==> src/hdl/xrb_pkg.sv <==
`default_nettype none

package xrb_pkg;

  localparam int WORD_W = 64;
  localparam int HALF_W = 32;
  localparam int OP_W   = 2;
  localparam int CASE_W = 3;

  // splitmix64 constants
  localparam logic [WORD_W-1:0] GAMMA_STEP = 64'h9E3779B97F4A7C15;
  localparam logic [WORD_W-1:0] MIX_MUL_A  = 64'hBF58476D1CE4E5B9;
  localparam logic [WORD_W-1:0] MIX_MUL_B  = 64'h94D049BB133111EB;
  localparam int MIX_SHR_0 = 30;
  localparam int MIX_SHR_1 = 27;
  localparam int MIX_SHR_2 = 31;

  // xoshiro256** constants
  localparam int SCR_MUL5_SHL = 2;
  localparam int SCR_ROT      = 7;
  localparam int SCR_MUL9_SHL = 3;
  localparam int XS_SHL       = 17;
  localparam int XS_ROT       = 45;

  localparam logic [WORD_W-1:0] SMALL_CAP = 64'd16;

  // size draw cases, taken from the low bits of one raw draw
  localparam logic [CASE_W-1:0] CASE_ZERO     = 3'd0;
  localparam logic [CASE_W-1:0] CASE_MAX      = 3'd1;
  localparam logic [CASE_W-1:0] CASE_SMALL_LO = 3'd2;
  localparam logic [CASE_W-1:0] CASE_SMALL_HI = 3'd4;

  typedef enum logic [OP_W-1:0] {
    OP_RAW     = 2'd0,
    OP_BOUNDED = 2'd1,
    OP_SIZE    = 2'd2,
    OP_NONE    = 2'd3
  } op_t;

  typedef enum logic [1:0] {
    RES_ZERO,
    RES_ARG,
    RES_RND,
    RES_REM
  } res_sel_t;

  typedef enum logic [1:0] {
    BND_ARG,
    BND_SMALL,
    BND_MAXP1
  } bound_sel_t;

  // 64x64 low product built from three 32x32 partial products
  typedef enum logic [1:0] {
    MUL_LL,
    MUL_LH,
    MUL_HL
  } mul_phase_t;

  typedef struct packed {
    logic       seed_init;
    logic       seed_add;
    logic       mul_en;
    mul_phase_t mul_phase;
    logic       mul_const_b;
    logic       seed_xor;
    logic       seed_store;
    logic       load_arg;
    logic       raw_step;
    logic       raw_finish;
    logic       load_bound;
    bound_sel_t bound_sel;
    logic       div_start;
    logic       div_of_rnd;
    logic       thr_load;
    logic       out_load;
    res_sel_t   res_sel;
  } dp_cmd_t;

  typedef struct packed {
    logic              bound_le1;
    logic              rnd_ge_thr;
    logic [CASE_W-1:0] rnd_case;
    logic              arg_max;
    logic              div_done;
  } dp_stat_t;

  function automatic logic [WORD_W-1:0] rotl64(input logic [WORD_W-1:0] x,
                                               input int unsigned n);
    return (x << n) | (x >> (WORD_W - n));
  endfunction

endpackage

`default_nettype wire

==> src/hdl/xrb_divider.sv <==
`default_nettype none

// Restoring remainder unit, one quotient bit per cycle.
module xrb_divider (
  input  wire logic                        clk,
  input  wire logic                        rst,
  input  wire logic                        start,
  input  wire logic [xrb_pkg::WORD_W-1:0]  dividend,
  input  wire logic [xrb_pkg::WORD_W-1:0]  divisor,
  output logic                             done,
  output logic [xrb_pkg::WORD_W-1:0]       remainder
);

  localparam int CNT_W = $clog2(xrb_pkg::WORD_W);

  logic                        busy;
  logic [CNT_W-1:0]            cnt;
  logic [xrb_pkg::WORD_W-1:0]  dvd;
  logic [xrb_pkg::WORD_W-1:0]  dvs;
  logic [xrb_pkg::WORD_W:0]    shifted;
  logic [xrb_pkg::WORD_W:0]    trial;

  assign shifted = {remainder, dvd[xrb_pkg::WORD_W-1]};
  assign trial   = shifted - {1'b0, dvs};

  always_ff @(posedge clk) begin
    if (rst) begin
      busy <= 1'b0;
      done <= 1'b0;
      cnt  <= '0;
    end else begin
      done <= 1'b0;
      if (start) begin
        busy <= 1'b1;
        cnt  <= CNT_W'(xrb_pkg::WORD_W - 1);
      end else if (busy) begin
        if (cnt == '0) begin
          busy <= 1'b0;
          done <= 1'b1;
        end else begin
          cnt <= cnt - CNT_W'(1);
        end
      end
    end
  end

  always_ff @(posedge clk) begin
    if (start) begin
      remainder <= '0;
      dvd       <= dividend;
      dvs       <= divisor;
    end else if (busy) begin
      dvd <= dvd << 1;
      if (!trial[xrb_pkg::WORD_W]) begin
        remainder <= trial[xrb_pkg::WORD_W-1:0];
      end else begin
        remainder <= shifted[xrb_pkg::WORD_W-1:0];
      end
    end
  end

endmodule

`default_nettype wire

==> src/hdl/xrb_datapath.sv <==
`default_nettype none

module xrb_datapath (
  input  wire logic                        clk,
  input  wire logic                        rst,
  input  wire logic [xrb_pkg::WORD_W-1:0]  s_axis_tdata,
  input  wire logic                        seed_we,
  input  wire logic [xrb_pkg::WORD_W-1:0]  seed_wdata,
  input  wire xrb_pkg::dp_cmd_t            cmd,
  output xrb_pkg::dp_stat_t                stat,
  output logic [xrb_pkg::WORD_W-1:0]       value
);

  localparam int W = xrb_pkg::WORD_W;
  localparam int H = xrb_pkg::HALF_W;

  logic [W-1:0] seed;
  logic [W-1:0] ctr;
  logic [W-1:0] z;
  logic [W-1:0] acc;
  logic [W-1:0] gen_words [4];
  logic [W-1:0] mul5;
  logic [W-1:0] rnd;
  logic [W-1:0] thr;
  logic [W-1:0] arg;
  logic [W-1:0] bound;

  logic [W-1:0] ctr_sum;
  logic [W-1:0] mix_k;
  logic [H-1:0] mul_x;
  logic [H-1:0] mul_y;
  logic [W-1:0] prod;
  logic [W-1:0] cap;
  logic [W-1:0] rot7;
  logic [W-1:0] xs_t;
  logic [W-1:0] n0, n1, n2, n3;
  logic [W-1:0] div_dvd;
  logic         div_done;
  logic [W-1:0] div_rem;

  always_ff @(posedge clk) begin
    if (rst) begin
      seed <= '0;
    end else if (seed_we) begin
      seed <= seed_wdata;
    end
  end

  assign ctr_sum = ctr + xrb_pkg::GAMMA_STEP;

  // one shared 32x32 multiplier for the splitmix products
  assign mix_k = cmd.mul_const_b ? xrb_pkg::MIX_MUL_B : xrb_pkg::MIX_MUL_A;
  assign mul_x = (cmd.mul_phase == xrb_pkg::MUL_HL) ? z[W-1:H] : z[H-1:0];
  assign mul_y = (cmd.mul_phase == xrb_pkg::MUL_LH) ? mix_k[W-1:H] : mix_k[H-1:0];
  assign prod  = {{H{1'b0}}, mul_x} * {{H{1'b0}}, mul_y};

  // xoshiro256** state transition
  assign xs_t = gen_words[1] << xrb_pkg::XS_SHL;
  assign n2   = gen_words[2] ^ gen_words[0];
  assign n3   = gen_words[3] ^ gen_words[1];
  assign n1   = gen_words[1] ^ n2;
  assign n0   = gen_words[0] ^ n3;
  assign rot7 = xrb_pkg::rotl64(mul5, xrb_pkg::SCR_ROT);

  assign cap     = (arg < xrb_pkg::SMALL_CAP) ? arg : xrb_pkg::SMALL_CAP;
  assign div_dvd = cmd.div_of_rnd ? rnd : (W'(0) - bound);

  xrb_divider u_div (
    .clk       (clk),
    .rst       (rst),
    .start     (cmd.div_start),
    .dividend  (div_dvd),
    .divisor   (bound),
    .done      (div_done),
    .remainder (div_rem)
  );

  always_ff @(posedge clk) begin
    if (cmd.seed_init) begin
      ctr <= seed;
    end
    if (cmd.seed_add) begin
      ctr <= ctr_sum;
      z   <= ctr_sum ^ (ctr_sum >> xrb_pkg::MIX_SHR_0);
    end else if (cmd.seed_xor) begin
      z <= acc ^ (acc >> xrb_pkg::MIX_SHR_1);
    end
    if (cmd.mul_en) begin
      case (cmd.mul_phase)
        xrb_pkg::MUL_LL: acc <= prod;
        default:         acc[W-1:H] <= acc[W-1:H] + prod[H-1:0];
      endcase
    end
    if (cmd.seed_store) begin
      gen_words[0] <= gen_words[1];
      gen_words[1] <= gen_words[2];
      gen_words[2] <= gen_words[3];
      gen_words[3] <= acc ^ (acc >> xrb_pkg::MIX_SHR_2);
    end else if (cmd.raw_step) begin
      gen_words[0] <= n0;
      gen_words[1] <= n1;
      gen_words[2] <= n2 ^ xs_t;
      gen_words[3] <= xrb_pkg::rotl64(n3, xrb_pkg::XS_ROT);
      mul5         <= gen_words[1] + (gen_words[1] << xrb_pkg::SCR_MUL5_SHL);
    end
    if (cmd.raw_finish) begin
      rnd <= rot7 + (rot7 << xrb_pkg::SCR_MUL9_SHL);
    end
    if (cmd.load_arg) begin
      arg <= s_axis_tdata;
    end
    if (cmd.load_bound) begin
      case (cmd.bound_sel)
        xrb_pkg::BND_SMALL: bound <= cap + W'(1);
        xrb_pkg::BND_MAXP1: bound <= arg + W'(1);
        default:            bound <= arg;
      endcase
    end
    if (cmd.thr_load) begin
      thr <= div_rem;
    end
    if (cmd.out_load) begin
      case (cmd.res_sel)
        xrb_pkg::RES_ARG: value <= arg;
        xrb_pkg::RES_RND: value <= rnd;
        xrb_pkg::RES_REM: value <= div_rem;
        default:          value <= '0;
      endcase
    end
  end

  assign stat.bound_le1  = (bound[W-1:1] == '0);
  assign stat.rnd_ge_thr = (rnd >= thr);
  assign stat.rnd_case   = rnd[xrb_pkg::CASE_W-1:0];
  assign stat.arg_max    = &arg;
  assign stat.div_done   = div_done;

endmodule

`default_nettype wire

==> src/hdl/xrb_control.sv <==
`default_nettype none

module xrb_control (
  input  wire logic                     clk,
  input  wire logic                     rst,
  input  wire logic                     s_axis_tvalid,
  output logic                          s_axis_tready,
  input  wire logic [xrb_pkg::OP_W-1:0] s_axis_tuser,
  output logic                          m_axis_tvalid,
  input  wire logic                     m_axis_tready,
  input  wire logic                     seed_we,
  input  wire xrb_pkg::dp_stat_t        stat,
  output xrb_pkg::dp_cmd_t              cmd
);

  typedef enum logic [4:0] {
    S_SEED_INIT,
    S_SEED_ADD,
    S_SEED_MA0,
    S_SEED_MA1,
    S_SEED_MA2,
    S_SEED_XOR,
    S_SEED_MB0,
    S_SEED_MB1,
    S_SEED_MB2,
    S_SEED_STORE,
    S_IDLE,
    S_RAW_A,
    S_RAW_B,
    S_CLASSIFY,
    S_BND_SETUP,
    S_BND_TEST,
    S_THR_WAIT,
    S_CHECK,
    S_REM_WAIT,
    S_FIN
  } state_t;

  // what to do with a finished raw draw
  typedef enum logic [1:0] {
    G_OUT,
    G_SIZE,
    G_CHECK
  } goal_t;

  state_t              state;
  goal_t               goal;
  xrb_pkg::res_sel_t   res;
  xrb_pkg::bound_sel_t bsel;
  logic [1:0]          word_cnt;
  logic                out_free;

  assign s_axis_tready = (state == S_IDLE);
  assign out_free      = !m_axis_tvalid || m_axis_tready;

  always_comb begin
    cmd             = '0;
    cmd.mul_phase   = xrb_pkg::MUL_LL;
    cmd.bound_sel   = bsel;
    cmd.res_sel     = res;
    unique case (state)
      S_SEED_INIT:  cmd.seed_init = 1'b1;
      S_SEED_ADD:   cmd.seed_add  = 1'b1;
      S_SEED_MA0:   cmd.mul_en    = 1'b1;
      S_SEED_MA1: begin
        cmd.mul_en    = 1'b1;
        cmd.mul_phase = xrb_pkg::MUL_LH;
      end
      S_SEED_MA2: begin
        cmd.mul_en    = 1'b1;
        cmd.mul_phase = xrb_pkg::MUL_HL;
      end
      S_SEED_XOR:   cmd.seed_xor  = 1'b1;
      S_SEED_MB0: begin
        cmd.mul_en      = 1'b1;
        cmd.mul_const_b = 1'b1;
      end
      S_SEED_MB1: begin
        cmd.mul_en      = 1'b1;
        cmd.mul_const_b = 1'b1;
        cmd.mul_phase   = xrb_pkg::MUL_LH;
      end
      S_SEED_MB2: begin
        cmd.mul_en      = 1'b1;
        cmd.mul_const_b = 1'b1;
        cmd.mul_phase   = xrb_pkg::MUL_HL;
      end
      S_SEED_STORE: cmd.seed_store = 1'b1;
      S_IDLE:       cmd.load_arg   = s_axis_tvalid;
      S_RAW_A:      cmd.raw_step   = 1'b1;
      S_RAW_B:      cmd.raw_finish = 1'b1;
      S_BND_SETUP:  cmd.load_bound = 1'b1;
      // threshold = (2^64 - bound) mod bound
      S_BND_TEST:   cmd.div_start  = !stat.bound_le1;
      S_THR_WAIT:   cmd.thr_load   = stat.div_done;
      S_CHECK: begin
        cmd.div_start  = stat.rnd_ge_thr;
        cmd.div_of_rnd = 1'b1;
      end
      S_FIN:        cmd.out_load   = out_free;
      default: ;
    endcase
  end

  always_ff @(posedge clk) begin
    if (rst) begin
      state         <= S_SEED_INIT;
      goal          <= G_OUT;
      res           <= xrb_pkg::RES_ZERO;
      bsel          <= xrb_pkg::BND_ARG;
      word_cnt      <= '0;
      m_axis_tvalid <= 1'b0;
    end else begin
      // in the finish state a taken beat is replaced by the next one
      if (m_axis_tvalid && m_axis_tready && (seed_we || state != S_FIN)) begin
        m_axis_tvalid <= 1'b0;
      end
      if (seed_we) begin
        state    <= S_SEED_INIT;
        word_cnt <= '0;
      end else begin
        unique case (state)
          S_SEED_INIT: state <= S_SEED_ADD;
          S_SEED_ADD:  state <= S_SEED_MA0;
          S_SEED_MA0:  state <= S_SEED_MA1;
          S_SEED_MA1:  state <= S_SEED_MA2;
          S_SEED_MA2:  state <= S_SEED_XOR;
          S_SEED_XOR:  state <= S_SEED_MB0;
          S_SEED_MB0:  state <= S_SEED_MB1;
          S_SEED_MB1:  state <= S_SEED_MB2;
          S_SEED_MB2:  state <= S_SEED_STORE;
          S_SEED_STORE: begin
            word_cnt <= word_cnt + 2'd1;
            state    <= (word_cnt == 2'd3) ? S_IDLE : S_SEED_ADD;
          end
          S_IDLE: begin
            if (s_axis_tvalid) begin
              unique case (xrb_pkg::op_t'(s_axis_tuser))
                xrb_pkg::OP_RAW: begin
                  goal  <= G_OUT;
                  state <= S_RAW_A;
                end
                xrb_pkg::OP_BOUNDED: begin
                  bsel  <= xrb_pkg::BND_ARG;
                  state <= S_BND_SETUP;
                end
                xrb_pkg::OP_SIZE: begin
                  goal  <= G_SIZE;
                  state <= S_RAW_A;
                end
                xrb_pkg::OP_NONE: begin
                  res   <= xrb_pkg::RES_ZERO;
                  state <= S_FIN;
                end
              endcase
            end
          end
          S_RAW_A: state <= S_RAW_B;
          S_RAW_B: begin
            case (goal)
              G_SIZE:  state <= S_CLASSIFY;
              G_CHECK: state <= S_CHECK;
              default: begin
                res   <= xrb_pkg::RES_RND;
                state <= S_FIN;
              end
            endcase
          end
          S_CLASSIFY: begin
            case (stat.rnd_case) inside
              xrb_pkg::CASE_ZERO: begin
                res   <= xrb_pkg::RES_ZERO;
                state <= S_FIN;
              end
              xrb_pkg::CASE_MAX: begin
                res   <= xrb_pkg::RES_ARG;
                state <= S_FIN;
              end
              [xrb_pkg::CASE_SMALL_LO:xrb_pkg::CASE_SMALL_HI]: begin
                bsel  <= xrb_pkg::BND_SMALL;
                state <= S_BND_SETUP;
              end
              default: begin
                // full range: an all-ones maximum takes a plain raw draw
                if (stat.arg_max) begin
                  goal  <= G_OUT;
                  state <= S_RAW_A;
                end else begin
                  bsel  <= xrb_pkg::BND_MAXP1;
                  state <= S_BND_SETUP;
                end
              end
            endcase
          end
          S_BND_SETUP: state <= S_BND_TEST;
          S_BND_TEST: begin
            if (stat.bound_le1) begin
              res   <= xrb_pkg::RES_ZERO;
              state <= S_FIN;
            end else begin
              state <= S_THR_WAIT;
            end
          end
          S_THR_WAIT: begin
            if (stat.div_done) begin
              goal  <= G_CHECK;
              state <= S_RAW_A;
            end
          end
          S_CHECK: state <= stat.rnd_ge_thr ? S_REM_WAIT : S_RAW_A;
          S_REM_WAIT: begin
            if (stat.div_done) begin
              res   <= xrb_pkg::RES_REM;
              state <= S_FIN;
            end
          end
          S_FIN: begin
            if (out_free) begin
              m_axis_tvalid <= 1'b1;
              state         <= S_IDLE;
            end
          end
          default: state <= S_SEED_INIT;
        endcase
      end
    end
  end

  a_one_at_a_time: assert property (@(posedge clk) disable iff (rst)
    s_axis_tvalid && s_axis_tready |=> !s_axis_tready)
    else $error("second beat taken while a request is in work");

  a_result_from_fin: assert property (@(posedge clk) disable iff (rst)
    $rose(m_axis_tvalid) |-> $past(state == S_FIN))
    else $error("result raised outside the finish state");

  a_check_after_draw: assert property (@(posedge clk) disable iff (rst)
    state == S_CHECK |-> $past(state == S_RAW_B))
    else $error("threshold compare without a fresh draw");

endmodule

`default_nettype wire

==> src/hdl/xoshiro256ss_bounded_random.sv <==
`default_nettype none

// xoshiro256** random source with splitmix64 seeding. One request beat is taken at a
// time: tuser carries the kind (raw, bounded below the argument, size up to the argument,
// or the unused opcode, which gives zero) and tdata the argument; each request gives
// exactly one result beat. A raw draw and a bound of 0 or 1 need no division. Any other
// bounded draw runs two remainder passes on the shared bit-serial divider (threshold, then
// the final modulo), and every rejected draw is replaced by a fresh draw before the modulo.
// A size request picks its case from one raw draw: zero, the maximum, a raw draw on an
// all-ones maximum, zero for a bound of 1, else the bounded path on a capped or full bound.
// A result not yet taken holds the next request in its finish state, so tready stays low
// from then until the waiting beat goes. After reset and after every seed write the block
// expands the seed into the four generator words, with tready low.
module xoshiro256ss_bounded_random (
  input  wire logic                          clk,
  input  wire logic                          rst,
  input  wire logic                          s_axis_tvalid,
  output logic                               s_axis_tready,
  input  wire logic [xrb_pkg::WORD_W-1:0]    s_axis_tdata,  // [63:0] argument
  input  wire logic [xrb_pkg::OP_W-1:0]      s_axis_tuser,  // [1:0] opcode
  output logic                               m_axis_tvalid,
  input  wire logic                          m_axis_tready,
  output logic [xrb_pkg::WORD_W-1:0]         m_axis_tdata,  // [63:0] value
  input  wire logic                          seed_we,
  input  wire logic [xrb_pkg::WORD_W-1:0]    seed_wdata
);

  xrb_pkg::dp_cmd_t  cmd;
  xrb_pkg::dp_stat_t stat;

  xrb_control u_ctrl (
    .clk           (clk),
    .rst           (rst),
    .s_axis_tvalid (s_axis_tvalid),
    .s_axis_tready (s_axis_tready),
    .s_axis_tuser  (s_axis_tuser),
    .m_axis_tvalid (m_axis_tvalid),
    .m_axis_tready (m_axis_tready),
    .seed_we       (seed_we),
    .stat          (stat),
    .cmd           (cmd)
  );

  xrb_datapath u_dp (
    .clk          (clk),
    .rst          (rst),
    .s_axis_tdata (s_axis_tdata),
    .seed_we      (seed_we),
    .seed_wdata   (seed_wdata),
    .cmd          (cmd),
    .stat         (stat),
    .value        (m_axis_tdata)
  );

endmodule

`default_nettype wire

==> config.mk <==
export PLATFORM = sky130hd
export DESIGN_NAME = xoshiro256ss_bounded_random
export DESIGN_NICKNAME = d
export VERILOG_FILES = /design/src/hdl/xrb_pkg.sv /design/src/hdl/xrb_divider.sv /design/src/hdl/xrb_datapath.sv /design/src/hdl/xrb_control.sv /design/src/hdl/xoshiro256ss_bounded_random.sv
export SDC_FILE = /design/constraint.sdc
export NUM_CORES = 2
export LEC_CHECK = 0
export BUFFER_PORTS_ARGS = -buffer_cell sky130_fd_sc_hd__buf_2
export CAP_MARGIN = 20
export CELL_PAD_IN_SITES_DETAIL_PLACEMENT = 1
export CELL_PAD_IN_SITES_GLOBAL_PLACEMENT = 2
export CORE_ASPECT_RATIO = 2
export CORE_MARGIN = 1
export CORE_UTILIZATION = 46
export DETAILED_ROUTE_END_ITERATION = 6
export PLACE_DENSITY = 0.95
export SETUP_SLACK_MARGIN = 0.02
export SLEW_MARGIN = 20
export SYNTH_ARGS = -nofsm -noshare
export SYNTH_HDL_FRONTEND = slang
export SYNTH_SLANG_ARGS = --single-unit
==> constraint.sdc <==
create_clock -name clk -period 58.7 [get_ports clk]
set_input_delay 8.805 -clock clk [delete_from_list [all_inputs] [get_ports clk]]
set_output_delay 8.805 -clock clk [all_outputs]
set_load 0.005 [all_outputs]
### Yosys cells after proc, flatten, opt, wreduce, memory -nomap -nowiden

Memory sizes are Yosys's and may differ from the RTL's.
Index checks and enable logic that the tools add are counted.

| word-level totals | value |
|---|---|
| register bits after elaboration | 854 |
| bits in writable memories | 256 |
| input bits | 135 |
| output and inout port bits | 66 |
| word-level logic and storage cells | 228 |
| memories | 1 |

Memories:

| memory | words | width | read ports | clocked after memory_dff | write ports | line | text |
|---|---|---|---|---|---|---|---|
| u_dp.gen_words | 4 | 64 | 4 | 0 | 4 | xrb_datapath.sv:21 | `logic [W-1:0] gen_words [4];` |

| cells by class | value |
|---|---|
| $add $sub $neg | 10 |
| multiply operators | 1 |
| order comparisons | 4 |
| equality and inequality tests | 50 |
| mux-type cells | 87 |
| bitwise operators | 17 |
| reduce and logical (&&, ||, !) cells | 35 |

Operators with widths:

| operator | count |
|---|---|
| $mux 64 | 13 |
| $xor 64x64->64 | 5 |
| $pmux 64 s3 | 1 |
| $add 64x1->64 const B | 2 |
| $add 64x64->64 | 2 |
| $pmux 64 s2 | 1 |
| $pmux 5 s20 | 1 |
| $mux 32 | 3 |
| $sub 65x64->65 | 1 |
| $add 64x64->64 const B | 1 |
| $ge 64x64->1 | 1 |
| $lt 64x5->1 const B | 1 |
| $mul 32x32->64 | 1 |
| $or 64x45->64 | 1 |
| $or 64x7->64 | 1 |
| $reduce_and 64->1 | 1 |
| $sub 1x64->64 const A | 1 |
| $xor 64x33->64 | 1 |
| $xor 64x34->64 | 1 |
| $xor 64x37->64 | 1 |
| $logic_not 63->1 | 1 |
| $mux 62 | 1 |
| $eq 5x4->1 const B | 8 |
| $mux 2 | 20 |
| 48 further kinds | 134 |

### Depth between registers and ports, before layout

| logic depth | value |
|---|---|
| depth in word-level cells | 8 |
| gate-level depth with buffers | 47 |
| gate-level depth less buffers | 43 |

### By module

Synthesis repeated with hierarchy kept, for this count alone.

| second synthesis, totals | value |
|---|---|
| cell total of the unflattened synthesis | 9,256 |
| area total of the unflattened synthesis | 94,262.9 sq um |

By module, submodules not included:

| module | instances | cells an instance | area each (sq um) | seq. area each (sq um) |
|---|---|---|---|---|
| xrb_datapath | 1 | 7,865 | 81,097.8 | 26,265.2 |
| xrb_divider | 1 | 1,200 | 11,748.8 | 5,285.1 |
| xrb_control | 1 | 191 | 1,416.4 | 280.3 |

### Worst setup path after synthesis

Ideal clock, no wire load.

| path | value |
|---|---|
| path kind | flip-flop to flip-flop |
| from | register u_ctrl.state[3] |
| to | memory u_dp.gen_words[0][0] in the netlist's numbering (enable) |
| library setup time | 1.186 ns |
| data arrival time | 18.116 ns |
| required time | 57.514 ns |
| path slack | 39.398 ns |
| stages on the path, launching flop included | 5 |
| buffers on the path | 2 |
| period minus slack after synthesis | 19.302 ns |
| path through | dfxtp_1 -> clkbuf_1 -> clkbuf_1 -> nand2b_1 -> nor3_1 |

RTL lines:

| item | line | text |
|---|---|---|
| start, declared | xrb_control.sv:46 | `state_t state;` |
| start signal, assigned | xrb_control.sv:134 | `state <= (word_cnt == 2'd3) ? S_IDLE : S_SEED_ADD;` |
| end, declared | xrb_datapath.sv:21 |  |

### Worst setup path after layout

| path | value |
|---|---|
| from | register u_ctrl.state[0] |
| to | register u_dp.acc[62] (data pin) |

| on the way | value |
|---|---|
| cells in the longest elaborated chain, start to end | 8 |
| elaborated cells between the ends (all ways) | 19 |
| classes of those cells | 1 x add/sub; 1 x mul; 7 x eq/ne; 6 x mux; 4 x reduce/logical |

RTL lines:

| item | line | text |
|---|---|---|
| $eq 5x3->1, or another cell as far along | xrb_control.sv:61 | `unique case (state)` |
| $reduce_or 2->1 (no line) / $reduce_or 3->1 (equally long branches) | -- |  |
| $pmux 2 s2 / $mux 1 (equally long branches) | xrb_control.sv:61 |  |
| $eq 2x2->1, or another cell as far along | xrb_datapath.sv:53 | `assign mul_x = (cmd.mul_phase == xrb_pkg::MUL_HL) ? z[W-1:H] : z[H-1:0];` |
| $mux 32, on equally long branches | xrb_datapath.sv:53, xrb_datapath.sv:54 |  |
| $mul 32x32->64 * | xrb_datapath.sv:55 | `assign prod = {{H{1'b0}}, mul_x} * {{H{1'b0}}, mul_y};` |
| via u_dp.prod[20] | xrb_datapath.sv:32 | `logic [W-1:0] prod;` |
| $add 32x32->32 * | xrb_datapath.sv:91 | `default: acc[W-1:H] <= acc[W-1:H] + prod[H-1:0];` |
| $mux 32 * | xrb_datapath.sv:89 | `case (cmd.mul_phase)` |
| end signal, assigned | xrb_datapath.sv:90 | `xrb_pkg::MUL_LL: acc <= prod;` |
| end signal, assigned by index | xrb_datapath.sv:91 |  |
| end, declared | xrb_datapath.sv:20 | `logic [W-1:0] acc;` |

The timed path passes the listed nets; every way through them passes the cells marked *.
A chain may end at the register's enable or synchronous reset.

==> reports/metrics.yaml <==
drt-total-wl_um: 393000
dp.cells: 11729
dieArea_sq_um: 204000
gp_congestion: 1.09
io_buffer_count: 200
cts_buffer_depth: 3
synth_commonest_cells: "1124 x inv_1, 960 x edfxtp_1, 879 x nand2_1"
htree_levels: 3
worstPathArrival_ps: 13150
cpMostUsedCell: "fa_1"
ys_warn_count: 0
worstSetupPathType: "register to register"
wl_per_cell_um: 32.9
drv_slew: 0
r2r_end: "u_dp.acc[62]$_DFFE_PN_"
synthesis.nets: 10731
clk_root_buffer_cell: "clkbuf_16"
die_x_um: 320
cp-end-kind: "register"
fmax_mhz: 78.8
maxCapViolCount: 0
reg2reg_slack_ps: 46010
routed-via-count: 71782
rsz0062_at_grt: "no"
num_io_pins: 201
ys_ff_latch: 1110
syn_area_sq_um: 93000
drc_errors: 0
post_cts_resized: 0
cts_sinks: 1110
maxSlewHeadroom_pct: 3.04
tns_ps: 0
r2r_start: "u_ctrl.state[0]$_SDFFE_PP0P_"
hold_viol_final: 0
grt_pass1_vias: 80795
finish.utilization_pct: 50.1
setup_violations: 0
synth-edff-count: 960
cts-buffers-inserted: 106
drtIter0Drc: 4509
r2r_cells: 36
status: "completed"
tritoncts: "built"
finClkSkew_ps: 89.4
ant_nets: 0
initial_utilization_pct: 46.2
crit_required_ps: 59160
grt_use_total_pct: 38.8
crit_start: "u_ctrl.state[0]$_SDFFE_PP0P_"
fin_nets: 10841
dr.pass1.iters: 7
grt-ovfl-total: 0
min_period_ps: 12690
synth_cell_type_count: 89
yosysMostFrequentCell: "inv_1"
hp-class: "register to register"
min_from: "u_ctrl.word_cnt[1]$_SDFFE_PP0P_"
place_ws_ps: 46140
post_drt_via_cell_ratio: 6.01
hold_depth: 2
grt_max_degree: 140
synthArstFlopShare_pct: 0
grt_pass1_wl_um: 562000
ys.flop_type: "edfxtp_1"
hold_buffers: 0
hpwl_um: 317000
crit_path_max_incr_delay_ps: 970
ys_seq_area_share_pct: 34.2
syn2layout_area_growth_pct: 8.35
synth_top_area_share_pct: 31.0
clock_latency_ps: 810
worst_pin_slew_ps: 1440
rows: 233
startpoint_type: "register"
drive_gt1_share_pct: 7.13
syn_area_per_cell_sq_um: 10.2
antenna_found_initial: 11
synthCells: 9147
die_h_um: 638
core-area_sq_um: 201000
synth.area.top_cells: "edfxtp_1 31%, fa_1 18%, ha_1 8.4%, xnor2_1 4.9%, inv_1 4.5%"
yosysTopAreaCell: "edfxtp_1"
critPathSlowestCell: "ha_2"
cts.reportedPaths.clkPinSlew_ps: 70
instances_no_fill: 11938
whs_endpoint: "u_ctrl.word_cnt[1]$_SDFFE_PP0P_"
setup_ws_ps: 46010
finalCritPeriodShare_pct: 21.6
post-cts-setup-buffers: 0
crit_fanout: 41
==> state kept, by name (all words and copies together), names as in the netlist <==
register,cells
u_dp.u_div.done,1
u_dp.u_div.dvs,64
u_dp.rnd,64
u_dp.thr,64
u_ctrl.res,2
u_ctrl.m_axis_tvalid,1
u_dp.value,64
u_dp.gen_words,256
u_ctrl.word_cnt,2
u_dp.arg,64
u_dp.z,64
u_dp.ctr,64
u_ctrl.goal,2
u_dp.acc,64
u_ctrl.bsel,2
u_dp.seed,64
u_dp.mul5,64
u_dp.u_div.cnt,6
u_dp.u_div.remainder,64
u_dp.u_div.dvd,64
u_ctrl.state,5
u_dp.u_div.busy,1
u_dp.bound,64
==> per-layer routing <==
| metal | part of all wire [%] | up-vias | global-route usage [%] | wire, um |
|---|---|---|---|---|
| met5 | 0.0086 | - | 0 | 34 |
| met4 | 16 | 4 | 48.3 | 61200 |
| met3 | 4.5 | 1670 | 6.49 | 17800 |
| met2 | 52 | 2700 | 70.4 | 203000 |
| met1 | 28 | 36414 | 32.2 | 112000 |
| li1 | - | 30994 | - | - |
==> worst max-delay path, delay by kind of cell (launching register included) <==
family / cells / cell delay, ps
buffers and inverters: 5 / 450
AO/OA/AOI/OAI: 10 / 3690
XOR/XNOR: 2 / 300
multiplexers: 1 / 80
AND/OR/NAND/NOR: 7 / 1850
adder cells (fa/ha/maj): 11 / 5250
flip-flops: 1 / 700
==> logic make-up after synthesis <==
family | after synthesis | share of synthesized area (%)
multiplexers | 232 | 2.60
adder cells (fa/ha/maj) | 1450 | 26.2
flip-flops | 1110 | 34.2
AO/OA/AOI/OAI | 1566 | 10.4
AND/OR/NAND/NOR | 2375 | 11.6
buffers and inverters | 1446 | 5.89
XOR/XNOR | 968 | 9.12
==> layout make-up <==
type | instances | area [sq um]
fillers | 22293 | 100000
multi-input cells | 6591 | 55900
flip-flops and latches | 1110 | 31800
inverters | 1135 | 4280
well taps | 2585 | 3230
clock buffers | 141 | 2900
repair buffers | 313 | 1910
clock inverters | 55 | 689
diodes | 8 | 20.0
==> cells in the final DEF (no fill, tap or decap), types with 54 or more instances in the layout <==
| cell type | n |
|---|---|
| a211oi_1 | 87 |
| a21o_1 | 164 |
| a21oi_1 | 433 |
| a22o_1 | 64 |
| and2_1 | 94 |
| and3_1 | 54 |
| buf_2 | 199 |
| buf_4 | 108 |
| clkbuf_16 | 108 |
| dfxtp_1 | 147 |
| edfxtp_1 | 960 |
| fa_1 | 825 |
| ha_1 | 617 |
| inv_1 | 1121 |
| mux2_2 | 74 |
| mux2i_1 | 153 |
| nand2_1 | 876 |
| nand2b_1 | 106 |
| nand3_1 | 105 |
| nand4_1 | 71 |
| nor2_1 | 708 |
| nor2b_1 | 87 |
| nor3_1 | 78 |
| o21ai_0 | 473 |
| o21bai_1 | 54 |
| xnor2_1 | 518 |
| xor2_1 | 444 |
==> worst max-delay path by stage <==
stage,cells past startpoint,slack [ps],to
floorplan,4,39400,u_dp.gen_words[0][0]$_DFFE_PP_
global placement,36,46180,u_dp.acc[62]$_DFFE_PN_
detailed placement,36,46140,u_dp.acc[62]$_DFFE_PN_
CTS,36,46030,u_dp.acc[62]$_DFFE_PN_
global route,36,45410,u_dp.acc[62]$_DFFE_PN_
finish,36,46010,u_dp.acc[62]$_DFFE_PN_
==> stage by stage <==
stage	cell area [sq um]	hold slack, ps
after CTS	101000	499
after global routing	101000	522
after global placement	97100	447
final	101000	489
after floorplan	93000	433
after detailed placement	97100	484
Power is not shown: default switching activity piles up to over one toggle a cycle in this logic, so the estimate is an artifact.
